--- src/hdl/bse_pkg.sv ---
// ----------------------------------------------------------------------------
// bse_pkg
// Shared types and constants of the 24-bit BMP stream encoder.
// ----------------------------------------------------------------------------
package bse_pkg;

  // configuration register indexes
  localparam logic CFG_IMAGE_WIDTH  = 1'b0;
  localparam logic CFG_IMAGE_HEIGHT = 1'b1;
  localparam int   CFG_DATA_W       = 13;

  // channel scaling, Q3.12 input
  localparam logic signed [15:0] Q_ONE    = 16'sd4096;
  localparam logic        [7:0]  CH_MAX   = 8'd255;
  localparam logic        [19:0] CH_SCALE = 20'd255;

  // header layout (byte offsets into the 54-byte header)
  localparam int         HDR_BYTES  = 54;
  localparam logic [5:0] HDR_LAST   = 6'(HDR_BYTES - 1);
  localparam logic [5:0] OFS_SIG    = 6'd0;
  localparam logic [5:0] OFS_FSIZE  = 6'd2;
  localparam logic [5:0] OFS_DOFS   = 6'd10;
  localparam logic [5:0] OFS_ISIZE  = 6'd14;
  localparam logic [5:0] OFS_WIDTH  = 6'd18;
  localparam logic [5:0] OFS_HEIGHT = 6'd22;
  localparam logic [5:0] OFS_PLANES = 6'd26;
  localparam logic [5:0] OFS_BPP    = 6'd28;
  localparam logic [5:0] OFS_DSIZE  = 6'd34;
  localparam logic [5:0] OFS_XPPM   = 6'd38;
  localparam logic [5:0] OFS_YPPM   = 6'd42;

  localparam logic [7:0] SIG_B     = 8'h42;
  localparam logic [7:0] SIG_M     = 8'h4D;
  localparam logic [7:0] INFO_SIZE = 8'd40;
  localparam logic [7:0] BPP_24    = 8'd24;
  localparam logic [7:0] PPM_LO    = 8'h13;
  localparam logic [7:0] PPM_HI    = 8'h0B;
  localparam logic [7:0] PLANES    = 8'd1;

  // pixel byte positions
  localparam logic [5:0] PIX_BLUE  = 6'd0;
  localparam logic [5:0] PIX_GREEN = 6'd1;
  localparam logic [5:0] PIX_LAST  = 6'd2;

  typedef enum logic [1:0] {
    SER_IDLE,
    SER_HDR,
    SER_PIX,
    SER_PAD
  } ser_state_t;

  // one pixel with its framing info, handed from the lanes to the merger
  typedef struct packed {
    logic [7:0] blue;
    logic [7:0] green;
    logic [7:0] red;
    logic       hdr;
    logic [1:0] pad;
    logic       img_end;
  } pix_item_t;

  function automatic logic [7:0] le_byte(input logic [31:0] v, input logic [1:0] k);
    logic [7:0] b;
    b = v[8*k +: 8];
    return b;
  endfunction

endpackage

--- src/hdl/bse_lane.sv ---
// ----------------------------------------------------------------------------
// bse_lane
// One channel lane: clamps a Q3.12 level to [0,1] and scales it to a byte.
// ----------------------------------------------------------------------------
module bse_lane (
  input  logic               clk,
  input  logic               en,
  input  logic signed [15:0] level,
  output logic        [7:0]  byte_r
);

  logic [19:0] prod;
  logic [7:0]  byte_nxt;

  always_comb begin
    prod = 20'(level[11:0]) * bse_pkg::CH_SCALE;
    if (level <= 16'sd0) begin
      byte_nxt = 8'd0;
    end else if (level >= bse_pkg::Q_ONE) begin
      byte_nxt = bse_pkg::CH_MAX;
    end else begin
      byte_nxt = prod[19:12];
    end
  end

  always_ff @(posedge clk) begin
    if (en) begin
      byte_r <= byte_nxt;
    end
  end

endmodule

--- src/hdl/bse_hdr_gen.sv ---
// ----------------------------------------------------------------------------
// bse_hdr_gen
// BMP header byte generator; sizes are recomputed in registers from the
// effective width and height.
// ----------------------------------------------------------------------------
module bse_hdr_gen #(
  parameter int SIDE_W = 13
) (
  input  logic              clk,
  input  logic [SIDE_W-1:0] eff_w,
  input  logic [SIDE_W-1:0] eff_h,
  input  logic [5:0]        idx,
  output logic [7:0]        hdr_byte
);

  logic [SIDE_W+1:0] row_bytes_r, row_bytes_nxt;
  logic [31:0]       data_size_r, data_size_nxt;
  logic [31:0]       file_size;
  logic [31:0]       w32, h32;

  // row length is 3w rounded up to 4, and the pad equals w mod 4
  assign row_bytes_nxt = (SIDE_W+2)'(eff_w) * (SIDE_W+2)'(3) + (SIDE_W+2)'(2'(eff_w));
  assign data_size_nxt = 32'(32'(eff_h) * 32'(row_bytes_r));
  assign file_size     = data_size_r + 32'(bse_pkg::HDR_BYTES);
  assign w32           = 32'(eff_w);
  assign h32           = 32'(eff_h);

  always_ff @(posedge clk) begin
    row_bytes_r <= row_bytes_nxt;
    data_size_r <= data_size_nxt;
  end

  always_comb begin
    case (idx) inside
      bse_pkg::OFS_SIG:
        hdr_byte = bse_pkg::SIG_B;
      bse_pkg::OFS_SIG + 6'd1:
        hdr_byte = bse_pkg::SIG_M;
      [bse_pkg::OFS_FSIZE : bse_pkg::OFS_FSIZE + 6'd3]:
        hdr_byte = bse_pkg::le_byte(file_size, 2'(idx - bse_pkg::OFS_FSIZE));
      bse_pkg::OFS_DOFS:
        hdr_byte = 8'(bse_pkg::HDR_BYTES);
      bse_pkg::OFS_ISIZE:
        hdr_byte = bse_pkg::INFO_SIZE;
      [bse_pkg::OFS_WIDTH : bse_pkg::OFS_WIDTH + 6'd3]:
        hdr_byte = bse_pkg::le_byte(w32, 2'(idx - bse_pkg::OFS_WIDTH));
      [bse_pkg::OFS_HEIGHT : bse_pkg::OFS_HEIGHT + 6'd3]:
        hdr_byte = bse_pkg::le_byte(h32, 2'(idx - bse_pkg::OFS_HEIGHT));
      bse_pkg::OFS_PLANES:
        hdr_byte = bse_pkg::PLANES;
      bse_pkg::OFS_BPP:
        hdr_byte = bse_pkg::BPP_24;
      [bse_pkg::OFS_DSIZE : bse_pkg::OFS_DSIZE + 6'd3]:
        hdr_byte = bse_pkg::le_byte(data_size_r, 2'(idx - bse_pkg::OFS_DSIZE));
      bse_pkg::OFS_XPPM, bse_pkg::OFS_YPPM:
        hdr_byte = bse_pkg::PPM_LO;
      bse_pkg::OFS_XPPM + 6'd1, bse_pkg::OFS_YPPM + 6'd1:
        hdr_byte = bse_pkg::PPM_HI;
      default:
        hdr_byte = 8'd0;
    endcase
  end

endmodule

--- src/hdl/bse_merge.sv ---
// ----------------------------------------------------------------------------
// bse_merge
// Merges the lane bytes with header and padding into one byte stream and
// drives the output register.
// ----------------------------------------------------------------------------
module bse_merge (
  input  logic                clk,
  input  logic                rst_n,
  input  logic                a_valid,
  input  bse_pkg::pix_item_t  a_item,
  output logic                a_take,
  output logic [5:0]          hdr_idx,
  input  logic [7:0]          hdr_byte,
  output logic                out_valid,
  input  logic                out_stall,
  output logic [7:0]          out_byte,
  output logic                out_last,
  output logic                out_eoi
);

  bse_pkg::ser_state_t state_r, state_nxt;
  logic [5:0]          pos_r, pos_nxt;
  bse_pkg::pix_item_t  cur_r;

  logic       out_valid_r;
  logic [7:0] out_byte_r;
  logic       out_last_r;
  logic       out_eoi_r;

  logic       out_adv;
  logic       emit;
  logic       load;
  logic [7:0] byte_sel;
  logic       last_sel;

  assign out_adv = !out_valid_r || !out_stall;
  assign hdr_idx = pos_r;

  // output decode
  always_comb begin
    emit     = (state_r != bse_pkg::SER_IDLE) && out_adv;
    byte_sel = 8'd0;
    last_sel = 1'b0;
    case (state_r)
      bse_pkg::SER_HDR: begin
        byte_sel = hdr_byte;
      end
      bse_pkg::SER_PIX: begin
        case (pos_r)
          bse_pkg::PIX_BLUE:  byte_sel = cur_r.blue;
          bse_pkg::PIX_GREEN: byte_sel = cur_r.green;
          default:            byte_sel = cur_r.red;
        endcase
        last_sel = (pos_r == bse_pkg::PIX_LAST) && (cur_r.pad == 2'd0);
      end
      bse_pkg::SER_PAD: begin
        last_sel = (2'(pos_r) == cur_r.pad - 2'd1);
      end
      default: begin
        byte_sel = 8'd0;
      end
    endcase
    load   = a_valid && ((state_r == bse_pkg::SER_IDLE) || (emit && last_sel));
    a_take = load;
  end

  // next state
  always_comb begin
    state_nxt = state_r;
    pos_nxt   = pos_r;
    if (load) begin
      state_nxt = a_item.hdr ? bse_pkg::SER_HDR : bse_pkg::SER_PIX;
      pos_nxt   = 6'd0;
    end else if (emit) begin
      case (state_r)
        bse_pkg::SER_HDR: begin
          if (pos_r == bse_pkg::HDR_LAST) begin
            state_nxt = bse_pkg::SER_PIX;
            pos_nxt   = 6'd0;
          end else begin
            pos_nxt = pos_r + 6'd1;
          end
        end
        bse_pkg::SER_PIX: begin
          if (pos_r == bse_pkg::PIX_LAST) begin
            state_nxt = (cur_r.pad == 2'd0) ? bse_pkg::SER_IDLE : bse_pkg::SER_PAD;
            pos_nxt   = 6'd0;
          end else begin
            pos_nxt = pos_r + 6'd1;
          end
        end
        bse_pkg::SER_PAD: begin
          if (last_sel) begin
            state_nxt = bse_pkg::SER_IDLE;
            pos_nxt   = 6'd0;
          end else begin
            pos_nxt = pos_r + 6'd1;
          end
        end
        default: begin
          state_nxt = bse_pkg::SER_IDLE;
        end
      endcase
    end
  end

  always_ff @(posedge clk) begin
    if (!rst_n) begin
      state_r     <= bse_pkg::SER_IDLE;
      pos_r       <= 6'd0;
      out_valid_r <= 1'b0;
    end else begin
      state_r <= state_nxt;
      pos_r   <= pos_nxt;
      if (out_adv) begin
        out_valid_r <= emit;
      end
    end
  end

  always_ff @(posedge clk) begin
    if (load) begin
      cur_r <= a_item;
    end
    if (emit) begin
      out_byte_r <= byte_sel;
      out_last_r <= last_sel;
      out_eoi_r  <= last_sel && cur_r.img_end;
    end
  end

  assign out_valid = out_valid_r;
  assign out_byte  = out_byte_r;
  assign out_last  = out_last_r;
  assign out_eoi   = out_eoi_r;

endmodule

--- src/hdl/bmp24_stream_encoder_top.sv ---
// ----------------------------------------------------------------------------
// bmp24_stream_encoder_top
// Streaming 24-bit uncompressed BMP writer: one RGB pixel in, its bytes out.
// ----------------------------------------------------------------------------
// path: the first byte of an accepted pixel passes the lane register, then the
//   merger load, then the output register
// output: 3 bytes per pixel, plus the 54 header bytes for the first pixel of a
//   frame and the pad bytes (width mod 4) at each row end; the single output
//   register sends one byte per cycle while out_stall is low
// reset: synchronous active-low; clears the pipeline and the row/column
//   counters, and sets width and height to 1
// ----------------------------------------------------------------------------
module bmp24_stream_encoder_top #(
  parameter int MAX_SIDE = 4096
) (
  input  logic                               clk,
  input  logic                               rst_n,
  // pixel items
  input  logic                               in_valid,
  output logic                               in_stall,
  input  logic signed [15:0]                 in_red_level,
  input  logic signed [15:0]                 in_green_level,
  input  logic signed [15:0]                 in_blue_level,
  // byte items
  output logic                               out_valid,
  input  logic                               out_stall,
  output logic [7:0]                         out_byte_out,
  output logic                               out_last_of_run,
  output logic                               out_end_of_image,
  // configuration writes
  input  logic                               cfg_valid,
  output logic                               cfg_ready,
  input  logic                               cfg_index,
  input  logic [bse_pkg::CFG_DATA_W-1:0]     cfg_data
);

  // effective side width holds MAX_SIDE itself, counters hold MAX_SIDE-1
  localparam int EW = $clog2(MAX_SIDE + 1);
  localparam int CW = (MAX_SIDE > 1) ? $clog2(MAX_SIDE) : 1;
  localparam logic [16:0] MaxSide17 = 17'(MAX_SIDE);

  // a zero side acts as 1, an oversized side as MAX_SIDE
  function automatic logic [EW-1:0] eff_side(input logic [bse_pkg::CFG_DATA_W-1:0] v);
    logic [16:0] v17;
    logic [16:0] e17;
    v17 = 17'(v);
    if (v17 == 17'd0) begin
      e17 = 17'd1;
    end else if (v17 > MaxSide17) begin
      e17 = MaxSide17;
    end else begin
      e17 = v17;
    end
    return EW'(e17);
  endfunction

  // configuration registers, always ready
  logic [bse_pkg::CFG_DATA_W-1:0] width_r, height_r;
  logic                           cfg_fire;

  assign cfg_ready = 1'b1;
  assign cfg_fire  = cfg_valid && cfg_ready;

  always_ff @(posedge clk) begin
    if (!rst_n) begin
      width_r  <= bse_pkg::CFG_DATA_W'(1);
      height_r <= bse_pkg::CFG_DATA_W'(1);
    end else if (cfg_fire) begin
      case (cfg_index)
        bse_pkg::CFG_IMAGE_WIDTH:  width_r  <= cfg_data;
        bse_pkg::CFG_IMAGE_HEIGHT: height_r <= cfg_data;
        default: ;
      endcase
    end
  end

  logic [EW-1:0] eff_w, eff_h;
  assign eff_w = eff_side(width_r);
  assign eff_h = eff_side(height_r);

  // raster position of the next pixel
  logic [CW-1:0] col_r, col_nxt;
  logic [CW-1:0] row_r, row_nxt;
  logic [EW:0]   col_inc, row_inc;
  logic          hdr_c, row_end_c, img_end_c;

  logic in_fire;
  logic a_take;

  assign in_fire = in_valid && !in_stall;

  always_comb begin
    col_inc   = (EW+1)'(col_r) + (EW+1)'(1);
    row_inc   = (EW+1)'(row_r) + (EW+1)'(1);
    hdr_c     = (col_r == '0) && (row_r == '0);
    // a column at or past the last one ends the row (covers a mid-frame resize)
    row_end_c = (col_inc >= (EW+1)'(eff_w));
    img_end_c = row_end_c && (row_inc >= (EW+1)'(eff_h));
    col_nxt   = row_end_c ? '0 : CW'(col_inc);
    if (!row_end_c) begin
      row_nxt = row_r;
    end else if (img_end_c) begin
      row_nxt = '0;
    end else begin
      row_nxt = CW'(row_inc);
    end
  end

  always_ff @(posedge clk) begin
    if (!rst_n) begin
      col_r <= '0;
      row_r <= '0;
    end else if (in_fire) begin
      col_r <= col_nxt;
      row_r <= row_nxt;
    end
  end

  // lane stage: three channel lanes side by side, plus framing flags
  logic       a_valid_r;
  logic       a_hdr_r;
  logic [1:0] a_pad_r;
  logic       a_img_end_r;
  logic [7:0] lane_red, lane_green, lane_blue;

  bse_lane u_lane_red (
    .clk    (clk),
    .en     (in_fire),
    .level  (in_red_level),
    .byte_r (lane_red)
  );

  bse_lane u_lane_green (
    .clk    (clk),
    .en     (in_fire),
    .level  (in_green_level),
    .byte_r (lane_green)
  );

  bse_lane u_lane_blue (
    .clk    (clk),
    .en     (in_fire),
    .level  (in_blue_level),
    .byte_r (lane_blue)
  );

  always_ff @(posedge clk) begin
    if (!rst_n) begin
      a_valid_r <= 1'b0;
    end else if (in_fire) begin
      a_valid_r <= 1'b1;
    end else if (a_take) begin
      a_valid_r <= 1'b0;
    end
  end

  always_ff @(posedge clk) begin
    if (in_fire) begin
      a_hdr_r     <= hdr_c;
      // padding only at row end; pad equals width mod 4
      a_pad_r     <= row_end_c ? 2'(eff_w) : 2'd0;
      a_img_end_r <= img_end_c;
    end
  end

  // lane stage accepts a new item whenever it is empty or its contents move on this cycle
  assign in_stall = a_valid_r && !a_take;

  bse_pkg::pix_item_t a_item;
  always_comb begin
    a_item.blue    = lane_blue;
    a_item.green   = lane_green;
    a_item.red     = lane_red;
    a_item.hdr     = a_hdr_r;
    a_item.pad     = a_pad_r;
    a_item.img_end = a_img_end_r;
  end

  // header bytes, looked up by the merger's position
  logic [5:0] hdr_idx;
  logic [7:0] hdr_byte;

  bse_hdr_gen #(
    .SIDE_W (EW)
  ) u_hdr_gen (
    .clk      (clk),
    .eff_w    (eff_w),
    .eff_h    (eff_h),
    .idx      (hdr_idx),
    .hdr_byte (hdr_byte)
  );

  // merging stage: header, lane bytes in blue/green/red order, row padding
  bse_merge u_merge (
    .clk       (clk),
    .rst_n     (rst_n),
    .a_valid   (a_valid_r),
    .a_item    (a_item),
    .a_take    (a_take),
    .hdr_idx   (hdr_idx),
    .hdr_byte  (hdr_byte),
    .out_valid (out_valid),
    .out_stall (out_stall),
    .out_byte  (out_byte_out),
    .out_last  (out_last_of_run),
    .out_eoi   (out_end_of_image)
  );

  // checks
  a_eoi_is_last: assert property (@(posedge clk) disable iff (!rst_n)
    out_valid && out_end_of_image |-> out_last_of_run)
    else $error("end of image without end of item");

  a_take_needs_item: assert property (@(posedge clk) disable iff (!rst_n)
    a_take |-> a_valid_r)
    else $error("merger took an item from an empty lane stage");

  a_frame_wrap: assert property (@(posedge clk) disable iff (!rst_n)
    in_fire && img_end_c |=> (col_r == '0) && (row_r == '0))
    else $error("counters not cleared after last pixel of image");

  a_hold_stalled: assert property (@(posedge clk) disable iff (!rst_n)
    out_valid && out_stall |=> out_valid && $stable(out_byte_out))
    else $error("stalled output byte changed");

endmodule

--- config.mk ---
export PLATFORM = sky130hd
export DESIGN_NAME = bmp24_stream_encoder_top
export DESIGN_NICKNAME = d
export VERILOG_FILES = /design/src/hdl/bse_pkg.sv /design/src/hdl/bse_lane.sv /design/src/hdl/bse_hdr_gen.sv /design/src/hdl/bse_merge.sv /design/src/hdl/bmp24_stream_encoder_top.sv
export SDC_FILE = /design/constraint.sdc
export NUM_CORES = 1
export LEC_CHECK = 0
export BUFFER_PORTS_ARGS = -buffer_cell sky130_fd_sc_hd__buf_2
export CAP_MARGIN = 20
export CORE_ASPECT_RATIO = 0.6
export CORE_MARGIN = 2
export CORE_UTILIZATION = 30
export DETAILED_ROUTE_END_ITERATION = 16
export GPL_TIMING_DRIVEN = 1
export HOLD_SLACK_MARGIN = 0.06
export MAX_ROUTING_LAYER = met4
export PLACE_DENSITY_LB_ADDON = 0.25
export SLEW_MARGIN = 0
export SYNTH_ARGS = -nofsm -noshare
export SYNTH_HDL_FRONTEND = slang
export SYNTH_SLANG_ARGS = --single-unit
--- constraint.sdc ---
create_clock -name clk -period 7.5 [get_ports clk]
set_clock_uncertainty 0.05 [all_clocks]
set_input_delay 0.375 -clock clk [delete_from_list [all_inputs] [get_ports clk]]
set_output_delay 0.375 -clock clk [all_outputs]
set_load 0.01 [all_outputs]
==> results of run 1 <==
==> sequential cells by signal (all words and copies together) (netlist names), 12 cells and up <==
signal / flops
u_hdr_gen.data_size_r: 27
col_r: 12
width_r: 13
row_r: 12
u_hdr_gen.row_bytes_r: 14
height_r: 13
u_merge.cur_r: 27
==> report_power, final <==
part	internal [W]	switching [W]	leakage [nW]	total, W
clock network	0.000502	0.000414	0.290	0.000917
registers	0.00118	0.000160	1.44	0.00134
logic	0.00129	0.00172	9.49	0.00301
==> layout make-up <==
cell class	count	area [um^2]
fill	7162	46600
multi-input combinational	1603	15400
sequential	166	3970
inverter	432	1620
tap	924	1160
timing repair buffer	102	588
clock buffer	18	429
clock inverter	14	170
antenna	2	5.00
==> through the flow <==
step | cell area [um^2] | std cells
after floorplan | 21200 | 2267
after global placement | 22700 | 3225
after detailed placement | 22700 | 3225
after CTS | 23300 | 3257
after global routing | 23300 | 3261
final | 23300 | 3261
==> path summary, 6_finish.rpt <==
| path | end | start | depth (start not counted) | slack [ns] |
|---|---|---|---|---|
| setup / recovery | u_hdr_gen.data_size_r[26]$_DFF_P_ | height_r[12]$_SDFFE_PN0P_ | 20 | 0.72 |
| hold / removal | a_valid_r$_SDFFE_PN0P_ | in_valid | 2 | 0.1 |
| setup reg to reg | u_hdr_gen.data_size_r[26]$_DFF_P_ | height_r[12]$_SDFFE_PN0P_ | 20 | 0.72 |
| hold reg to reg | u_merge.cur_r[14]$_DFFE_PP_ | u_lane_green.byte_r[2]$_SDFFCE_PP0P_ | 0 | 0.37 |
==> critical path, cell delays in order (launching register included) <==
cell and delay [ns]:
sky130_fd_sc_hd__dfxtp_1 0.37, sky130_fd_sc_hd__nor2b_1 0.76, sky130_fd_sc_hd__buf_4 0.31, sky130_fd_sc_hd__nand2_1 0.09
sky130_fd_sc_hd__fa_1 0.54, sky130_fd_sc_hd__inv_1 0.06, sky130_fd_sc_hd__fa_1 0.50, sky130_fd_sc_hd__inv_1 0.06
sky130_fd_sc_hd__fa_1 0.56, sky130_fd_sc_hd__fa_1 0.44, sky130_fd_sc_hd__fa_1 0.49, sky130_fd_sc_hd__inv_1 0.04
sky130_fd_sc_hd__ha_1 0.36, sky130_fd_sc_hd__a2111oi_0 0.65, sky130_fd_sc_hd__o211ai_1 0.26, sky130_fd_sc_hd__nand4_1 0.21
sky130_fd_sc_hd__a31oi_1 0.12, sky130_fd_sc_hd__a41o_1 0.28, sky130_fd_sc_hd__nor4_1 0.22, sky130_fd_sc_hd__nor3_1 0.12
sky130_fd_sc_hd__xor2_1 0.15
==> cell families (layout without fill, tap and decap cells) <==
logic type / after synthesis / in the layout / synth area share
and+or+nand+nor: 610 / 610 / 0.144
adders and majority gates: 546 / 546 / 0.421
buffers and inverters: 498 / 566 / 0.0888
AOI/OAI and AO/OA: 312 / 312 / 0.100
DFF: 166 / 166 / 0.187
xor gates and xnor gates: 119 / 119 / 0.0491
muxes: 15 / 15 / 0.00949
other: 1 / 3 / 0.000177
==> routing by layer <==
layer,track usage,part of all wire,routed length [um]
met3,0.0500,0.083,4640
met2,0.208,0.37,20800
met4,0.0193,0.0052,289
met1,0.254,0.54,30000
met5,-,0,0
==> layout by cell type (no fill, tap or decap), types with 9 or more instances in the layout <==
master / instances
sky130_fd_sc_hd__a211oi_1: 9
sky130_fd_sc_hd__a21boi_0: 29
sky130_fd_sc_hd__a21o_1: 17
sky130_fd_sc_hd__a21oi_1: 69
sky130_fd_sc_hd__a32o_1: 11
sky130_fd_sc_hd__and2_1: 103
sky130_fd_sc_hd__and3_1: 20
sky130_fd_sc_hd__buf_2: 78
sky130_fd_sc_hd__buf_4: 22
sky130_fd_sc_hd__clkbuf_16: 17
sky130_fd_sc_hd__dfxtp_1: 101
sky130_fd_sc_hd__edfxtp_1: 65
sky130_fd_sc_hd__fa_1: 279
sky130_fd_sc_hd__ha_1: 267
sky130_fd_sc_hd__inv_1: 430
sky130_fd_sc_hd__mux2i_1: 10
sky130_fd_sc_hd__nand2_1: 224
sky130_fd_sc_hd__nand2b_1: 9
sky130_fd_sc_hd__nand3_1: 40
sky130_fd_sc_hd__nand4_1: 20
sky130_fd_sc_hd__nor2_1: 79
sky130_fd_sc_hd__nor2b_1: 33
sky130_fd_sc_hd__nor3_1: 23
sky130_fd_sc_hd__nor4_1: 11
sky130_fd_sc_hd__o211ai_1: 10
sky130_fd_sc_hd__o21a_1: 21
sky130_fd_sc_hd__o21ai_0: 48
sky130_fd_sc_hd__o21ai_1: 14
sky130_fd_sc_hd__xnor2_1: 63
sky130_fd_sc_hd__xor2_1: 56
==> results.toml, run 1 <==
[routing]
vias = 15353
drt-wirelength-per-cell_um = 17.1
antenna_left = 0
first_pass_iters = 5
drt_first_iter_violations = 1121
remaining_drc_errors = 0
route.final.wire_length_um = 55700
vias_per_cell = 4.71

[global_routing]
gr-total-overflow = 0
antenna_found_initial = 2
grt_max_degree = 50
wire_length_of_the_first_global_routing_pass_um = 90200
global_route.usage.total = 0.164
first_global_vias = 15769

[floorplan]
die_h_um = 210
effective_utilization_at_floorplan = 0.304
ioPinCount = 80
design.die.area_um2 = 72900
fp-row-count = 75
die_w_um = 347
floorplan.core_area_um2 = 69900

[status]
status = "finished clean"

[timing]
timing.setup.tns_ns = 0
final-setup-viol-count = 0
setup_repair_after_global_routing_missed_its_margin = "no"
finalHoldWorstSlack_ns = 0.0993
timing.final.crit_share = 0.904
final-hold-violation-count = 0
transition_time_of_the_tightest_slew_check_pin_ns = 1.04
fmax_mhz = 147
slew_headroom = 0.300
slew_violations = 0
timing.final.ws_setup_ns = 0.719
final.min_clock_period_ns = 6.78

[synthesis]
post_synthesis_area_per_instance_um2 = 9.36
synth-main-ff-cell = "sky130_fd_sc_hd__dfxtp_1"
synth.cells.most_frequent = "430 x sky130_fd_sc_hd__inv_1, 279 x sky130_fd_sc_hd__fa_1, 267 x sky130_fd_sc_hd__ha_1, 224 x sky130_fd_sc_hd__nand2_1, 103 x sky130_fd_sc_hd__and2_1"
ys_seq_elements = 166
syn_inst = 2267
netlist-cell-type-count = 81
ys_seq_area_frac = 0.187
post-synth-top-area-fraction = 0.263
postSynth.asyncResetShare = 0
synth_area_um2 = 21200
synth_area_leader_cell = "sky130_fd_sc_hd__fa_1"
postSynthNetCount = 2880
synth_edf_count = 65
synth-warning-count = 0
synthMostInstantiatedCell = "sky130_fd_sc_hd__inv_1"
synthTopCellsByArea = "sky130_fd_sc_hd__fa_1 26%, sky130_fd_sc_hd__ha_1 16%, sky130_fd_sc_hd__dfxtp_1 9.5%"

[clock_tree]
post-cts-setup-buffers = 0
cts_htree_levels = 4
cts_num_sinks = 166
clock_insertion_delay_at_the_later_pin_of_the_skew_report_ns = 0.46
hold_buffers = 0
postCtsResizedCells = 0
tritoncts = "yes"
number_of_buffers_created_by_cts = 17
cts.reportedPaths.clkPinSlew_ns = 0.08
cts.path.max_buffers = 2
cts.root.buffer_cell = "sky130_fd_sc_hd__clkbuf_16"

[pwr]
power_leakage_nw = 11.2
pwr_dens_nw_per_um2 = 226
ir_drop_mv = 0.137
totalPowerFinal_w = 0.00526

[job]
maxCapViolCount = 0

[placement]
place_congestion = 0.887
hpwlAfterDp_um = 47100
place_worst_setup_slack_ns = 0.904
portBuffers = 78

[critical_path]
data_required_time_of_the_critical_path_ns = 7.77
element_type_at_the_critical_path_end = "register"
start_kind = "register"
critPathMaxFanout = 9
worst_ep_arrival_time_ns = 7.05
crit_type = "reg2reg"

[layout]
utilization = 0.333
post_route_cells_drive_above_1_share = 0.0690
area.growth.synth_to_final_pct = 9.85
layout.nets = 2935

[worst_hold_path]
min_path_type = "in2reg"
(Power assumes the default switching activity.)
==> inputs of run 2 (changes only) <==
Settings changed: SETUP_SLACK_MARGIN set to 0.05.
Clock period 7.5 ns to 7.4 ns, I/O delays scaled along.
==> run 2 against run 1 <==
  * Hold slack worse by 0.00076 ns
  * Final area is essentially flat
  * Maximum frequency is 4.2% higher
  * Global-route usage is 0.17 points lower
  * Final cell count is essentially flat
  * Largest power group unchanged
==> results.toml, run 2 (synthesized netlist as in run 1, its figures left out) <==
[pwr]
totalPowerFinal_w = 0.00530
ir_drop_mv = 0.153
pwr_dens_nw_per_um2 = 227
power_leakage_nw = 11.2

[routing]
drt_first_iter_violations = 1215
drt-wirelength-per-cell_um = 17.0
vias_per_cell = 4.73
vias = 15424
route.met3.wl_um = 4640
antenna_left = 0
remaining_drc_errors = 0
first_pass_iters = 5
route.final.wire_length_um = 55400
route.layer.met1.wl_um = 29800
top_layer_used = "met4"
met2WireLength_um = 20700

[timing]
final-hold-violation-count = 0
slew_violations = 0
final-setup-viol-count = 0
setup_repair_after_global_routing_missed_its_margin = "no"
timing.final.crit_share = 0.880
slew_headroom = 0.300
timing.setup.tns_ns = 0
final.min_clock_period_ns = 6.51
transition_time_of_the_tightest_slew_check_pin_ns = 1.05
fmax_mhz = 154

[layout]
area.growth.synth_to_final_pct = 9.82
final_cells = 3264
mostFrequentLayoutCells = "430 x sky130_fd_sc_hd__inv_1, 279 x sky130_fd_sc_hd__fa_1, 267 x sky130_fd_sc_hd__ha_1, 224 x sky130_fd_sc_hd__nand2_1, 103 x sky130_fd_sc_hd__and2_1"
utilization = 0.333
post_route_cells_drive_above_1_share = 0.0681
layout_top_registers = "u_hdr_gen.data_size_r: 27 flops, u_merge.cur_r: 27 flops, u_hdr_gen.row_bytes_r: 14 flops"
layout_commonest_cell = "sky130_fd_sc_hd__inv_1"
layout.nets = 2935

[clock_tree]
post-cts-setup-buffers = 0
tritoncts = "yes"
cts_htree_levels = 4
cts.reportedPaths.clkPinSlew_ns = 0.07
number_of_buffers_created_by_cts = 17
hold_buffers = 0
postCtsResizedCells = 0
cts.path.max_buffers = 2
clock_insertion_delay_at_the_later_pin_of_the_skew_report_ns = 0.45
cts.root.buffer_cell = "sky130_fd_sc_hd__clkbuf_16"
cts_num_sinks = 166

[floorplan]
fp-row-count = 75
effective_utilization_at_floorplan = 0.304
floorplan.core_area_um2 = 69900
ioPinCount = 80
design.die.area_um2 = 72900
die_h_um = 210
die_w_um = 347

[critical_path]
crit_path_cell_trace = "buf_4, nor2b_1, buf_4, and2_1, fa_1, inv_1, fa_1, inv_1, fa_1, fa_1, inv_1, fa_1, inv_1, ha_1, a21o_1, a2111oi_0, o211ai_1, nand4_1, a31oi_1, a41o_1, nor4_1, nor3_1, xor2_1"
path_buf_inv = 6
element_type_at_the_critical_path_end = "register"
crit_path_top_delay_cell = "sky130_fd_sc_hd__fa_1"
critPathMaxFanout = 23
data_required_time_of_the_critical_path_ns = 7.67
start_kind = "register"
cp_top_family = "adder cells"
crit_type = "reg2reg"
worst_ep_arrival_time_ns = 6.78
setup.reg_to_reg.worst_slack_ns = 0.89
critical-path-top-cell-by-count = "sky130_fd_sc_hd__fa_1"
critical-path-max-stage-delay_ns = 0.54

[status]
status = "finished clean"

[placement]
place.detailed.instances = 3226
hpwlAfterDp_um = 46800
portBuffers = 78
place_congestion = 0.902

[worst_hold_path]
min_path_type = "in2reg"

[global_routing]
wire_length_of_the_first_global_routing_pass_um = 89600
antenna_found_initial = 6
first_global_vias = 15577
grt_max_degree = 50
gr-total-overflow = 0
global_route.usage.total = 0.162

[job]
maxCapViolCount = 0
-- run 2: cell count changes in the layout (fill, tap and decap cells not counted) --
| cell | previous run | this run |
|---|---|---|
| sky130_fd_sc_hd__buf_1 | 0 | 1 |
| sky130_fd_sc_hd__clkbuf_1 | 1 | 2 |
| sky130_fd_sc_hd__clkinvlp_4 | 2 | 3 |
| sky130_fd_sc_hd__clkbuf_16 | 17 | 19 |
| sky130_fd_sc_hd__inv_8 | 3 | 1 |
| sky130_fd_sc_hd__clkbuf_2 | 1 | 0 |
| sky130_fd_sc_hd__diode_2 | 2 | 5 |
| sky130_fd_sc_hd__clkbuf_8 | 0 | 2 |
| sky130_fd_sc_hd__clkinv_2 | 2 | 0 |
| sky130_fd_sc_hd__clkinv_8 | 1 | 0 |
| sky130_fd_sc_hd__clkinv_4 | 1 | 2 |
| sky130_fd_sc_hd__bufinv_16 | 2 | 0 |
-- run 2: per-layer routing --
layer	GRT usage	vias to the layer above
li1	-	7439
met1	0.252	7563
met2	0.207	405
met3	0.0462	17
met4	0.0192	0
met5	-	-
-- run 2: cell type report --
| class | instances | area (um^2) |
|---|---|---|
| diodes | 5 | 12.5 |
| clock inverters | 9 | 77.6 |
| well taps | 924 | 1160 |
| repair buffers | 102 | 587 |
| multi-input cells | 1603 | 15400 |
| inverters | 432 | 1620 |
| fillers | 7183 | 46600 |
| flip-flops and latches | 166 | 3970 |
| clock buffers | 23 | 510 |
-- run 2: path summary, 6_finish.rpt --
path / startpoint / endpoint / cells after the start
setup reg to reg: height_r[12]$_SDFFE_PN0P_ / u_hdr_gen.data_size_r[26]$_DFF_P_ / 23
setup / recovery: height_r[12]$_SDFFE_PN0P_ / u_hdr_gen.data_size_r[26]$_DFF_P_ / 23
hold reg to reg: u_lane_red.byte_r[7]$_SDFFCE_PP0P_ / u_merge.cur_r[11]$_DFFE_PP_ / 0
hold / removal: in_valid / a_valid_r$_SDFFE_PN0P_ / 2
-- run 2: worst register-to-register path, cell delays in order (launching register included) --
cell,delay (ns)
sky130_fd_sc_hd__dfxtp_1,0.49
sky130_fd_sc_hd__buf_4,0.33
sky130_fd_sc_hd__nor2b_1,0.08
sky130_fd_sc_hd__buf_4,0.20
sky130_fd_sc_hd__and2_1,0.19
sky130_fd_sc_hd__fa_1,0.53
sky130_fd_sc_hd__inv_1,0.05
sky130_fd_sc_hd__fa_1,0.47
sky130_fd_sc_hd__inv_1,0.05
sky130_fd_sc_hd__fa_1,0.48
sky130_fd_sc_hd__fa_1,0.54
sky130_fd_sc_hd__inv_1,0.05
sky130_fd_sc_hd__fa_1,0.48
sky130_fd_sc_hd__inv_1,0.04
sky130_fd_sc_hd__ha_1,0.35
sky130_fd_sc_hd__a21o_1,0.22
sky130_fd_sc_hd__a2111oi_0,0.53
sky130_fd_sc_hd__o211ai_1,0.26
sky130_fd_sc_hd__nand4_1,0.21
sky130_fd_sc_hd__a31oi_1,0.11
sky130_fd_sc_hd__a41o_1,0.27
sky130_fd_sc_hd__nor4_1,0.17
sky130_fd_sc_hd__nor3_1,0.10
sky130_fd_sc_hd__xor2_1,0.14
-- run 2: stage by stage --
| step | instance area [um^2] | setup slack, ns | hold slack (ns) |
|---|---|---|---|
| after detailed placement | 22700 | 0.945 | 0.358 |
| after floorplan | 21200 | 1.45 | 0.350 |
| after CTS | 23300 | 0.907 | 0.0783 |
| after global placement | 22700 | 1.05 | 0.358 |
| final | 23300 | 0.891 | 0.0986 |
| after global routing | 23300 | 0.411 | 0.0761 |
-- run 2: report_power, final --
group          total (W)  switching (W)  internal [W]
Clock           0.000908       0.000414      0.000495
Combinational    0.00303        0.00173       0.00130
Sequential       0.00136       0.000163       0.00120
Total            0.00530        0.00231       0.00299
==> inputs of run 3 (changes only) <==
Settings changed: CORE_UTILIZATION 30 to 35.
==> run 3 against run 2 <==
  * Wire length down 2.8%
  * Final cell count down 4.3%
  * Critical path depth down 1
  * Sequential power about the same
  * Power down 0.43%
  * Worst setup slack worse by 0.23 ns
  * Largest cell class unchanged
  * Largest power group unchanged
  * Highest routed layer unchanged
==> results.toml, run 3 (synthesized netlist as in run 1, its figures left out) <==
[pwr]
power_leakage_nw = 11.2
pwr_dens_nw_per_um2 = 228
totalPowerFinal_w = 0.00528
ir_drop_mv = 0.170

[clock_tree]
post-cts-setup-buffers = 0
clock_insertion_delay_at_the_later_pin_of_the_skew_report_ns = 0.45
hold_buffers = 0
cts_htree_levels = 4
tritoncts = "yes"
cts_num_sinks = 166
number_of_buffers_created_by_cts = 17
cts.root.buffer_cell = "sky130_fd_sc_hd__clkbuf_16"
cts.reportedPaths.clkPinSlew_ns = 0.07
cts.path.max_buffers = 2

[critical_path]
critical_path.endpoint = "u_hdr_gen.data_size_r[26]$_DFF_P_"
critPathMaxFanout = 20
r2r-end = "u_hdr_gen.data_size_r[26]$_DFF_P_"
setup.reg_to_reg.worst_slack_ns = 0.67
start_kind = "register"
element_type_at_the_critical_path_end = "register"
critical_path_source = "height_r[12]$_SDFFE_PN0P_"
rr_worst_depth = 22
worstReg2RegStart = "height_r[12]$_SDFFE_PN0P_"
worst_ep_arrival_time_ns = 7.01
data_required_time_of_the_critical_path_ns = 7.67
crit_type = "reg2reg"

[global_routing]
gr-max-usage-layer = "met1"
gr-total-overflow = 0
global_route.usage.total = 0.183
first_global_vias = 15807
grt_util_met1 = 0.283
grt_util_met2 = 0.243
grt_max_degree = 50
antenna_found_initial = 9
wire_length_of_the_first_global_routing_pass_um = 87800
gr-usage-met3 = 0.0421

[routing]
antenna_left = 0
remaining_drc_errors = 0
route.final.wire_length_um = 53800
first_pass_iters = 5
vias = 15410
drt-wirelength-per-cell_um = 17.2
drt_first_iter_violations = 1323
vias_per_cell = 4.93

[floorplan]
die_h_um = 195
floorplan.core_area_um2 = 59600
design.die.area_um2 = 62700
effective_utilization_at_floorplan = 0.356
ioPinCount = 80
die_w_um = 322
fp-row-count = 69

[timing]
fmax_mhz = 148
transition_time_of_the_tightest_slew_check_pin_ns = 0.953
slew_violations = 0
final-setup-viol-count = 0
slew_headroom = 0.363
setup_repair_after_global_routing_missed_its_margin = "no"
timing.setup.tns_ns = 0
final.min_clock_period_ns = 6.73
finalHoldWorstSlack_ns = 0.0942
timing.final.crit_share = 0.910
final-hold-violation-count = 0

[layout]
area.growth.synth_to_final_pct = 9.02
mostFrequentLayoutCells = "430 x sky130_fd_sc_hd__inv_1, 279 x sky130_fd_sc_hd__fa_1, 267 x sky130_fd_sc_hd__ha_1, 224 x sky130_fd_sc_hd__nand2_1, 103 x sky130_fd_sc_hd__and2_1"
layout_commonest_cell = "sky130_fd_sc_hd__inv_1"
layout.nets = 2933
final.fill_count = 5977
storage_element_area_um2 = 3970
layout_top_registers = "u_hdr_gen.data_size_r: 27 flops, u_merge.cur_r: 27 flops, u_hdr_gen.row_bytes_r: 14 flops"
multiInputGateArea_um2 = 15400
post_route_cells_drive_above_1_share = 0.0682
final_cells = 3123

[placement]
hpwlAfterDp_um = 45200
place_congestion = 0.941
portBuffers = 78
place.detailed.instances = 3080

[worst_hold_path]
min_path_type = "in2reg"

[job]
maxCapViolCount = 0

[status]
status = "finished clean"
run 3: cell types whose count changed in the layout (fill, tap and decap cells not counted), moves of 2 or more:
| cell | previous run | this run |
|---|---|---|
| sky130_fd_sc_hd__diode_2 | 5 | 9 |
| sky130_fd_sc_hd__clkbuf_1 | 2 | 0 |
| sky130_fd_sc_hd__clkinv_8 | 0 | 3 |
| sky130_fd_sc_hd__buf_4 | 22 | 20 |
| sky130_fd_sc_hd__inv_6 | 3 | 1 |
| sky130_fd_sc_hd__clkbuf_16 | 19 | 17 |
| sky130_fd_sc_hd__clkbuf_8 | 2 | 0 |
| sky130_fd_sc_hd__inv_8 | 1 | 7 |
| sky130_fd_sc_hd__clkinvlp_4 | 3 | 0 |
run 3: area by class of cell:
| type | instances | share of cell area |
|---|---|---|
| clock buffers | 17 | 0.0184 |
| flip-flops and latches | 166 | 0.172 |
| multi-input cells | 1603 | 0.664 |
| well taps | 781 | 0.0422 |
| repair buffers | 100 | 0.0251 |
| clock inverters | 15 | 0.00725 |
| diodes | 9 | 0.000974 |
| inverters | 432 | 0.0701 |
run 3: worst min path at each step:
stage | end | startpoint | cells past startpoint | slack, ns
2_1_floorplan | u_merge.cur_r[0]$_DFFE_PP_ | a_img_end_r$_DFFE_PP_ | 0 | 0.35
3_3_place_gp | u_merge.cur_r[18]$_DFFE_PP_ | u_lane_green.byte_r[6]$_SDFFCE_PP0P_ | 0 | 0.36
3_5_place_dp | u_merge.cur_r[12]$_DFFE_PP_ | u_lane_green.byte_r[0]$_SDFFCE_PP0P_ | 0 | 0.36
4_1_cts | a_valid_r$_SDFFE_PN0P_ | in_valid | 2 | 0.08
5_1_grt | a_valid_r$_SDFFE_PN0P_ | in_valid | 2 | 0.1
6_report | a_valid_r$_SDFFE_PN0P_ | in_valid | 2 | 0.09
run 3: worst max-delay path: stages (launching register included):
cell and delay (ns):
sky130_fd_sc_hd__dfxtp_1 0.77, sky130_fd_sc_hd__nor2b_1 0.23, sky130_fd_sc_hd__buf_4 0.24, sky130_fd_sc_hd__and2_1 0.18
sky130_fd_sc_hd__fa_1 0.50, sky130_fd_sc_hd__inv_1 0.05, sky130_fd_sc_hd__fa_1 0.47, sky130_fd_sc_hd__inv_1 0.06
sky130_fd_sc_hd__fa_1 0.49, sky130_fd_sc_hd__fa_1 0.54, sky130_fd_sc_hd__inv_1 0.05, sky130_fd_sc_hd__fa_1 0.47
sky130_fd_sc_hd__inv_1 0.05, sky130_fd_sc_hd__ha_1 0.35, sky130_fd_sc_hd__a21o_1 0.22, sky130_fd_sc_hd__a2111oi_0 0.62
sky130_fd_sc_hd__o211ai_1 0.25, sky130_fd_sc_hd__nand4_1 0.21, sky130_fd_sc_hd__a31oi_1 0.13, sky130_fd_sc_hd__a41o_1 0.27
sky130_fd_sc_hd__nor4_1 0.16, sky130_fd_sc_hd__nor3_1 0.10, sky130_fd_sc_hd__xor2_1 0.14
run 3: through the flow:
step | utilization | worst slack [ns] | instance area [um^2]
after floorplan | - | 1.45 | 21200
after global placement | 0.377 | 0.978 | 22500
after detailed placement | 0.377 | 0.669 | 22500
after CTS | 0.387 | 0.637 | 23100
after global routing | 0.388 | 0.108 | 23100
final | 0.388 | 0.665 | 23100
run 3: metal layers:
metal | wire length [um] | share of wire
met2 | 21300 | 0.40
met3 | 3800 | 0.071
met5 | 0 | 0
met1 | 28300 | 0.53
met4 | 474 | 0.0088
run 3: repair_timing:
action,4_1_cts,5_1_grt
endpoints found under the setup margin,0,1
resized for setup,0,1
endpoints found under the hold margin,0,0
run 3: power by group:
| group | internal, W | switching, W | leakage (nW) |
|---|---|---|---|
| Clock | 0.000456 | 0.000451 | 0.290 |
| Sequential | 0.00120 | 0.000175 | 1.44 |
| Combinational | 0.00129 | 0.00171 | 9.50 |
